<file path="config.mk">
export PLATFORM = sky130hd
export DESIGN_NAME = dcd_ram
export DESIGN_NICKNAME = d
export VERILOG_FILES = /design/src/rtl/core/dcd_ram.sv
export SDC_FILE = /design/constraint.sdc
export NUM_CORES = 1
export LEC_CHECK = 0
export ABC_AREA = 1
export BUFFER_PORTS_ARGS = -buffer_cell sky130_fd_sc_hd__buf_2
export CORE_MARGIN = 5
export CORE_UTILIZATION = 45
export CTS_CLUSTER_SIZE = 24
export DETAILED_ROUTE_END_ITERATION = 12
export GPL_ROUTABILITY_DRIVEN = 1
export GPL_TIMING_DRIVEN = 0
export HOLD_SLACK_MARGIN = 0.06
export SYNTH_ARGS = -nofsm -noshare
export SYNTH_HDL_FRONTEND = slang
export SYNTH_SLANG_ARGS = --single-unit
</file>
<file path="constraint.sdc">
create_clock -name clk_i -period 2.3 [get_ports clk_i]
set_clock_uncertainty 0.1 [all_clocks]
set_input_delay 0.23 -clock clk_i [delete_from_list [all_inputs] [get_ports clk_i]]
set_output_delay 0.23 -clock clk_i [all_outputs]
set_load 0.05 [all_outputs]
</file>
<file path="src/rtl/core/dcd_ram.sv">
// Generic single-port-write, single-read RAM with registered read data.
// No dependencies.
module dcd_ram #(
  parameter int unsigned Width = 8,
  parameter int unsigned Depth = 64
) (
  input  logic                     clk_i,
  input  logic                     we_i,
  input  logic [$clog2(Depth)-1:0] waddr_i,
  input  logic [Width-1:0]         wdata_i,
  input  logic [$clog2(Depth)-1:0] raddr_i,
  output logic [Width-1:0]         rdata_o
);
  logic [Width-1:0] mem_q [Depth];
  always_ff @(posedge clk_i) begin
    if (we_i) mem_q[waddr_i] <= wdata_i;
    rdata_o <= mem_q[raddr_i];
  end
endmodule

</file>
After elaboration in Yosys (flattened, before gate mapping)
Memory sizes are Yosys's and may differ from the RTL's. A register that Yosys moved wholly into a read port is not among the register bits.
Cells that the tools add are included.
{"block": "totals", "ff_bits": 0, "ramBits": 512, "elab_cells": 3, "mem_count": 1}
{"name": "mem_q", "words": 64, "word_bits": 8, "read_ports": 1, "rd_ports_with_merged_regs": 1, "write_ports": 1, "line": "14", "text": "logic [Width-1:0] mem_q [Depth];"}
{"block": "classes", "mux": 2}
{"cell": "$mux W1", "n": 2}

Longest topological paths before layout
Gate-level depths: netlist of run 1.
{"block": "depth", "depth_word": 2, "depth_mapped": 12, "depth_no_buf": 9}

Worst setup path after synthesis of run 1
No wires, ideal clock.
{"block": "synth_timing", "kind": "input -> register", "startpoint": "input port we_i", "endpoint": "memory mem_q[48][0], enable pin", "setup_time_ps": 395, "t_arrival_ps": 1601, "required_time_ps": 1805, "path_slack_ps": 204, "path_stages": 3, "path_buffers": 1, "cell_sequence": "clkbuf_1 nand4_1 nor4_1"}
{"block": "synth_between", "elab_chain_cells": 2}
{"item": "start, declared", "line": "8", "text": "input logic we_i,"}
{"item": "$mux W1", "line": "16", "text": "if (we_i) mem_q[waddr_i] <= wdata_i;"}
{"item": "$mux W1 (not written as such)", "line": "16"}
{"item": "end, declared", "line": "14"}
No other way between the ends.

Worst setup path in the final report of run 1
{"block": "layout_timing", "startpoint": "input port waddr_i[1]", "endpoint": "memory mem_q[9][3], enable pin"}
{"item": "start, declared", "line": "9", "text": "input logic [$clog2(Depth)-1:0] waddr_i,"}
Straight into the memory's write port.

==> results of run 1 <==
timing repair:
action,4_1_cts,5_1_grt
resized for setup,0,0
hold endpoints to repair,4,11
setup buffers,0,0
hold buffers,2,1
per-stage QoR:
stage	utilization	hold slack, ns
3_3_place_gp	0.475	0.602
6_report	0.514	0.143
5_1_grt	0.514	0.182
3_5_place_dp	0.477	0.599
4_1_cts	0.513	0.0860
2_1_floorplan	-	0.229
state kept, by name, indices dropped and copies added, names as in the netlist:
signal,cells
rdata_o,8
mem_q,512
where the power goes:
group	internal (mW)	switching (mW)
clock network	4.67	3.56
registers	10.5	0.0185
logic	0.365	1.11
total	15.5	4.69
logic make-up after synthesis:
family | after synthesis | synth area share
and+or+nand+nor | 1160 | 0.232
DFF | 520 | 0.728
buffers and inverters | 125 | 0.0402
worst min-delay path, stage by stage:
cell,delay (ns)
clkbuf_1,0.15
nand2_1,0.10
nand3_1,0.07
nand3_1,0.08
nand2_1,0.12
cell usage in the layout (no fill, tap or decap), drive strengths merged:
| cell type | instances |
|---|---|
| nand4 | 9 |
| edfxtp | 512 |
| dlygate4sd3 | 3 |
| clkinvlp | 1 |
| nor4 | 8 |
| diode | 2 |
| inv | 14 |
| bufinv | 2 |
| clkbuf | 88 |
| nor2 | 56 |
| dfxtp | 8 |
| buf | 128 |
| nand2 | 648 |
| nand3 | 439 |
| clkinv | 20 |
area by class of cell:
class,count,area [um2],share of cell area
Sequential cell,520,15500,0.647
Timing Repair Buffer,33,228,0.00948
Inverter,12,50.0,0.00208
Tap cell,607,759,0.0316
Antenna cell,2,5.00,0.000208
Multi-Input combinational cell,1160,5000,0.208
Buffer,113,808,0.0336
Clock buffer,73,1460,0.0609
Clock inverter,25,176,0.00734
worst paths after layout:
check	endpoint	slack [ns]
hold reg to reg	rdata_o[2]	0.80
setup / recovery	mem_q[9][3]	0.003
hold / removal	rdata_o[0]	0.14
setup reg to reg	rdata_o[1]	0.66
synth_stat cells (all sizes together):
cell type and count:
nand2 648, edfxtp 512, nand3 439, buf 98, nor2 56, clkbuf 15
inv 12, nand4 9, dfxtp 8, nor4 8
routing by layer:
metal  up-vias  track usage
li1       6539            -
met1      7092        0.311
met2       612        0.373
met3       115       0.0554
met4         2       0.0804
met5         -            0
==> impl_results.md, run 1 <==
- Post-route cell area: ~24,000 um2
- Max Fanout on Critical Path: 9
- Fin. Hold Viols: 0
- Tot GR Track Use: 0.231
- Clk slew on worst S/H paths: ~0.060 ns
- Die height: around 230 um
- Cell taking the most area after synthesis: edfxtp_1
- Fin crit share: 0.999
- VDD IR max: 0.000679 V
- Yosys top cell area share: 0.720
- First-pass GRT wire length: about 89,000 um
- Htree depth: 2
- Pins Over Slew Limit: 0
- Drt total wl: approximately 62,000 um
- Critical path class: in2reg
- DR iter-0 viols: around 1.6k
- Synth warnings: 0
- Drt first pass iters: 6
- Crit path buffers/inverters: 2
- Share of cells above drive strength 1: 0.103
- Power Dens Cells: between 800 and 900 nW/um2
- Clock Tree Root: clkbuf_16
- Via density: roughly 5.6
- Synth Net Count: 1,827
- Setup ws final: about 0.0033 ns
- Static leakage: between 8 and 9 nW
- Area contributors post-synth: edfxtp_1 (72%), nand2_1 (11%), nand3_1 (10%)
- Total gr overflow: 0
- Final non-filler cell total: 2,545
- Critical path's top delay family: simple AND/OR/NAND/NOR gates
- Worst hold path stage count: 5
- Top sig layer: met5
- R2r startpoint: mem_q[37][1]
- Post-route ant nets: 0
- Worst skew pair latency: a little over 0.6 ns
- Outcome: finished clean
- Max incr delay on CP: 1.00 ns
- RSZ-0062 raised after global routing: false
- Nature of the critical path endpoint: flip-flop
- Count of different cell masters after synthesis: 16
- Maxcap violations: 0
- Worst setup path startpoint: waddr_i[1]
- Gpl congestion: between 0.9 and 1
- Initial core utilization: 0.456
- FF+latch count, synth: between 500 and 600
- Initial antenna violation count: 2
- HP Start: raddr_i[3]
- Chip width: 228 um
- Min Tclk post-route: roughly 2.3 ns
- Drt wl/cell: ~24 um
- CTS sink count: 520
- # DRC: 0
- I/O pins: 30
- CTS tree: done
- Max Freq: 435 MHz
- Fin nets: roughly 1.9k
- CP max stage cell: nor2_1
- Worst Tran Pin Value: between 1 and 1.5 ns
- Critical path depth: 4
- Area delta synth->final: 12.6%
- WL met2: between 20,000 and 30,000 um
- Core Area: approximately 47,000 um2
- Critical Path AT: about 2.4 ns
- Row count: 79
- Cell count after placement: 2,441
- Crit start category: input port
- Cells after synthesis: ~1.8k
- Sequential element share of the synthesized area: 0.728
- Post-Place Setup Slack: -0.483 ns
- Hold WC Path Type: in2reg
- Slew Limit Headroom: 0.0677
- DP Area: 22,300 um2
- Setup TNS: 0 ns
- Met1 wire length: around 25,000 um
- CTS Buf Count: 53
- WP data required: 2.42 ns
- Largest net degree at the start of global routing: 65
- Die footprint: ~52,000 um2
- Synth Area per Inst: about 12 um2
- Synth Cell Area: about 21,000 um2
- WL met3: approximately 5500 um
- Input/output buffers: 21
- Routed vias: ~14k
- Number of global-route vias before repair: roughly 14k
- CTS max path bufs: 3
- Final setup viols: 0
- Post-DP HPWL: between 40,000 and 50,000 um
- R2R depth: 8
- Fillers: 4,037
- Total power: 20.2 mW
- Crit-path cells: clkbuf_1 -> inv_1 -> nand4_1 -> nor2_1
No activity file was read; power rests on OpenSTA's default activity.
==> run 2: changes to the inputs <==
--- a/config.mk
+++ b/config.mk
@@ -14,6 +14,7 @@
 export GPL_ROUTABILITY_DRIVEN = 1
 export GPL_TIMING_DRIVEN = 0
 export HOLD_SLACK_MARGIN = 0.06
+export PLACE_DENSITY = 0.64
 export SYNTH_ARGS = -nofsm -noshare
 export SYNTH_HDL_FRONTEND = slang
 export SYNTH_SLANG_ARGS = --single-unit
==> run 2 against run 1 <==
The run now ends with negative setup slack left. Sequential power is essentially flat. Worst hold slack lost 0.082 ns. Non-clock buffer count shrank 3. Routed wire length shrank 0.43%. Combinational power is essentially flat. Final cell count shrank 0.35%. Design area is essentially flat. Global-route usage grew 0.095 points. Via count grew 1.9%. Die area is the same. Setup slack lost 0.047 ns. Clock power grew 2%.
==> impl_results.md, run 2 (synthesized netlist as in run 1, its figures left out) <==
- Slew Limit Headroom: 0.0250 (was 0.0677)
- Crit start category: input port (unchanged)
- Drt first pass iters: 5 (was 6)
- Fin nets: 1,911 (was 1,915)
- Min Tclk post-route: 2.34 ns (was 2.30 ns)
- RSZ-0062 raised after global routing: true (was false)
- CTS sink count: 520 (unchanged)
- Worst skew pair latency: 0.60 ns (was 0.61 ns)
- Static leakage: 8.68 nW (about the same)
- WL met2: 27,800 um (was 29,000 um)
- Die height: 228 um (unchanged)
- DR iter-0 viols: 1,853 (was 1,628)
- Tot GR Track Use: 0.232 (was 0.231)
- CTS tree: done (unchanged)
- Initial core utilization: 0.456 (unchanged)
- Reg2reg setup slack: 0.74 ns (was 0.66 ns)
- VDD IR max: 0.000622 V (was 0.000679 V)
- Fin. Hold Viols: 0 (unchanged)
- Crit-path cells: clkbuf_1 -> inv_1 -> nand4_1 -> nor2_1 (unchanged)
- HP Start: wdata_i[5] (was raddr_i[3])
- Hold WC Path Type: in2reg (unchanged)
- Largest register FFs: 512 (unchanged)
- Critical Path AT: 2.46 ns (was 2.42 ns)
- Pins Over Slew Limit: 0 (unchanged)
- CTS Buf Count: 52 (was 53)
- WL met3: 5840 um (was 5530 um)
- WP data required: 2.42 ns (about the same)
- Post-route ant nets: 0 (unchanged)
- Clk slew on worst S/H paths: 0.06 ns (about the same)
- Drt total wl: 61,700 um (was 61,900 um)
- Max Fanout on Critical Path: 9 (unchanged)
- Routed vias: 14.6k (was 14.4k)
- Most frequent cells in the layout: nand2_1 (648), edfxtp_1 (512), nand3_1 (439), buf_2 (56), nor2_1 (55) (was nand2_1 (648), edfxtp_1 (512), nand3_1 (439), nor2_1 (56), clkbuf_16 (55))
- Commonest non-fill, non-tap cell in the layout: nand2_1 (unchanged)
- Critical path's top delay family: simple AND/OR/NAND/NOR gates (unchanged)
- Total gr overflow: 0 (unchanged)
- Max Freq: 427 MHz (was 435 MHz)
- Final non-filler cell total: 2,536 (was 2,545)
- Area delta synth->final: 12.6% (about the same)
- Critical path class: in2reg (unchanged)
- Top sig layer: met4 (was met5)
- Via density: 5.77 (was 5.64)
- Worst Tran Pin Value: 1.46 ns (was 1.40 ns)
- Biggest regs: mem_q (512), rdata_o (8) (unchanged)
- Cell count after placement: 2,440 (was 2,441)
- Violated checks: negative setup slack
- Met1 wire length: 25,800 um (was 25,400 um)
- Fillers: 4,033 (was 4,037)
- N_diodes: 0 (was 2)
- R2r startpoint: mem_q[53][7] (was mem_q[37][1])
- Post-DP HPWL: 41,100 um (was 41,000 um)
- Biggest register: mem_q (unchanged)
- Clock Tree Root: clkbuf_16 (unchanged)
- Max incr delay on CP: 1.02 ns (was 1.00 ns)
- Outcome: complete, but fails checks (was finished clean)
- Worst setup path startpoint: waddr_i[0] (was waddr_i[1])
- Chip width: 228 um (unchanged)
- Die footprint: 51,900 um2 (unchanged)
- Core Area: 46,800 um2 (unchanged)
- Htree depth: 2 (unchanged)
- Maxcap violations: 0 (unchanged)
- I/O pins: 30 (unchanged)
- Row count: 79 (unchanged)
- Setup TNS: -0.311 ns (was 0 ns)
- Power Dens Cells: 849 nW/um2 (was 841 nW/um2)
- # DRC: 0 (unchanged)
- Number of global-route vias before repair: 13.7k (was 13.5k)
- Setup ws final: -0.0441 ns (was 0.00330 ns)
- Initial antenna violation count: 1 (was 2)
- CTS max path bufs: 3 (unchanged)
- Nature of the critical path endpoint: flip-flop (unchanged)
- Fin crit share: 1.02 (was 0.999)
- Final setup viols: 8 (was 0)
- Largest net degree at the start of global routing: 65 (unchanged)
- CP max stage cell: nor2_1 (unchanged)
- Input/output buffers: 21 (unchanged)
- Crit path buffers/inverters: 2 (unchanged)
- Drt wl/cell: 24.3 um (about the same)
- Gpl congestion: 1.00 (was 0.962)
- Share of cells above drive strength 1: 0.103 (about the same)
- First-pass GRT wire length: 90,200 um (was 88,900 um)
==> run 2: timing repair <==
item / in CTS / in global routing
gates resized for setup: 0 / 1
endpoints found under the hold margin: 1 / 0
setup endpoints to repair: 0 / 24
setup buffers: 0 / 0
hold buffers: 1 / 0
==> run 2: where the power goes <==
part	switching, mW	internal, mW	total [mW]	leakage [nW]
Sequential	0.0190	10.5	10.5	4.67
Combinational	1.12	0.365	1.49	3.19
Clock	3.50	4.90	8.40	0.817
==> run 2: final timing paths <==
| kind | to | cells after the start |
|---|---|---|
| setup / recovery | mem_q[20][4] | 4 |
| hold / removal | mem_q[18][5] | 1 |
| setup reg to reg | rdata_o[7] | 8 |
| hold reg to reg | rdata_o[4] | 8 |
==> run 2: worst register-to-register path, delay by kind of cell (launching register included) <==
family           cells  cell delay, ns
AND/OR/NAND/NOR      8            0.93
flip-flops           1            0.36
==> run 2: final cells by class <==
class	instances	area, um2	share of cell area
flip-flops and latches	520	15500	0.647
multi-input cells	1160	5000	0.208
clock buffers	68	1380	0.0575
plain buffers	113	808	0.0336
well taps	607	759	0.0316
clock inverters	26	289	0.0120
repair buffers	30	205	0.00854
inverters	12	50.0	0.00208
==> run 2: routing by layer <==
metal | global-route usage | vias to the layer above
li1 | - | 6525
met5 | 0 | -
met3 | 0.0395 | 121
met4 | 0.0779 | 0
met2 | 0.357 | 760
met1 | 0.340 | 7221
==> run 2: per-stage QoR <==
step / area, um2 / util / power (mW) / setup WS, ns / hold slack (ns)
6_report: 24000 / 0.514 / 20.4 / -0.0441 / 0.0618
3_5_place_dp: 22300 / 0.477 / 12.2 / -0.513 / 0.600
4_1_cts: 24000 / 0.513 / 20.4 / 0.121 / 0.126
3_3_place_gp: 22200 / 0.475 / 12.1 / -0.942 / 0.600
2_1_floorplan: 21300 / - / 11.5 / 0.204 / 0.229
5_1_grt: 24000 / 0.514 / 21.0 / -0.0973 / 0.0813
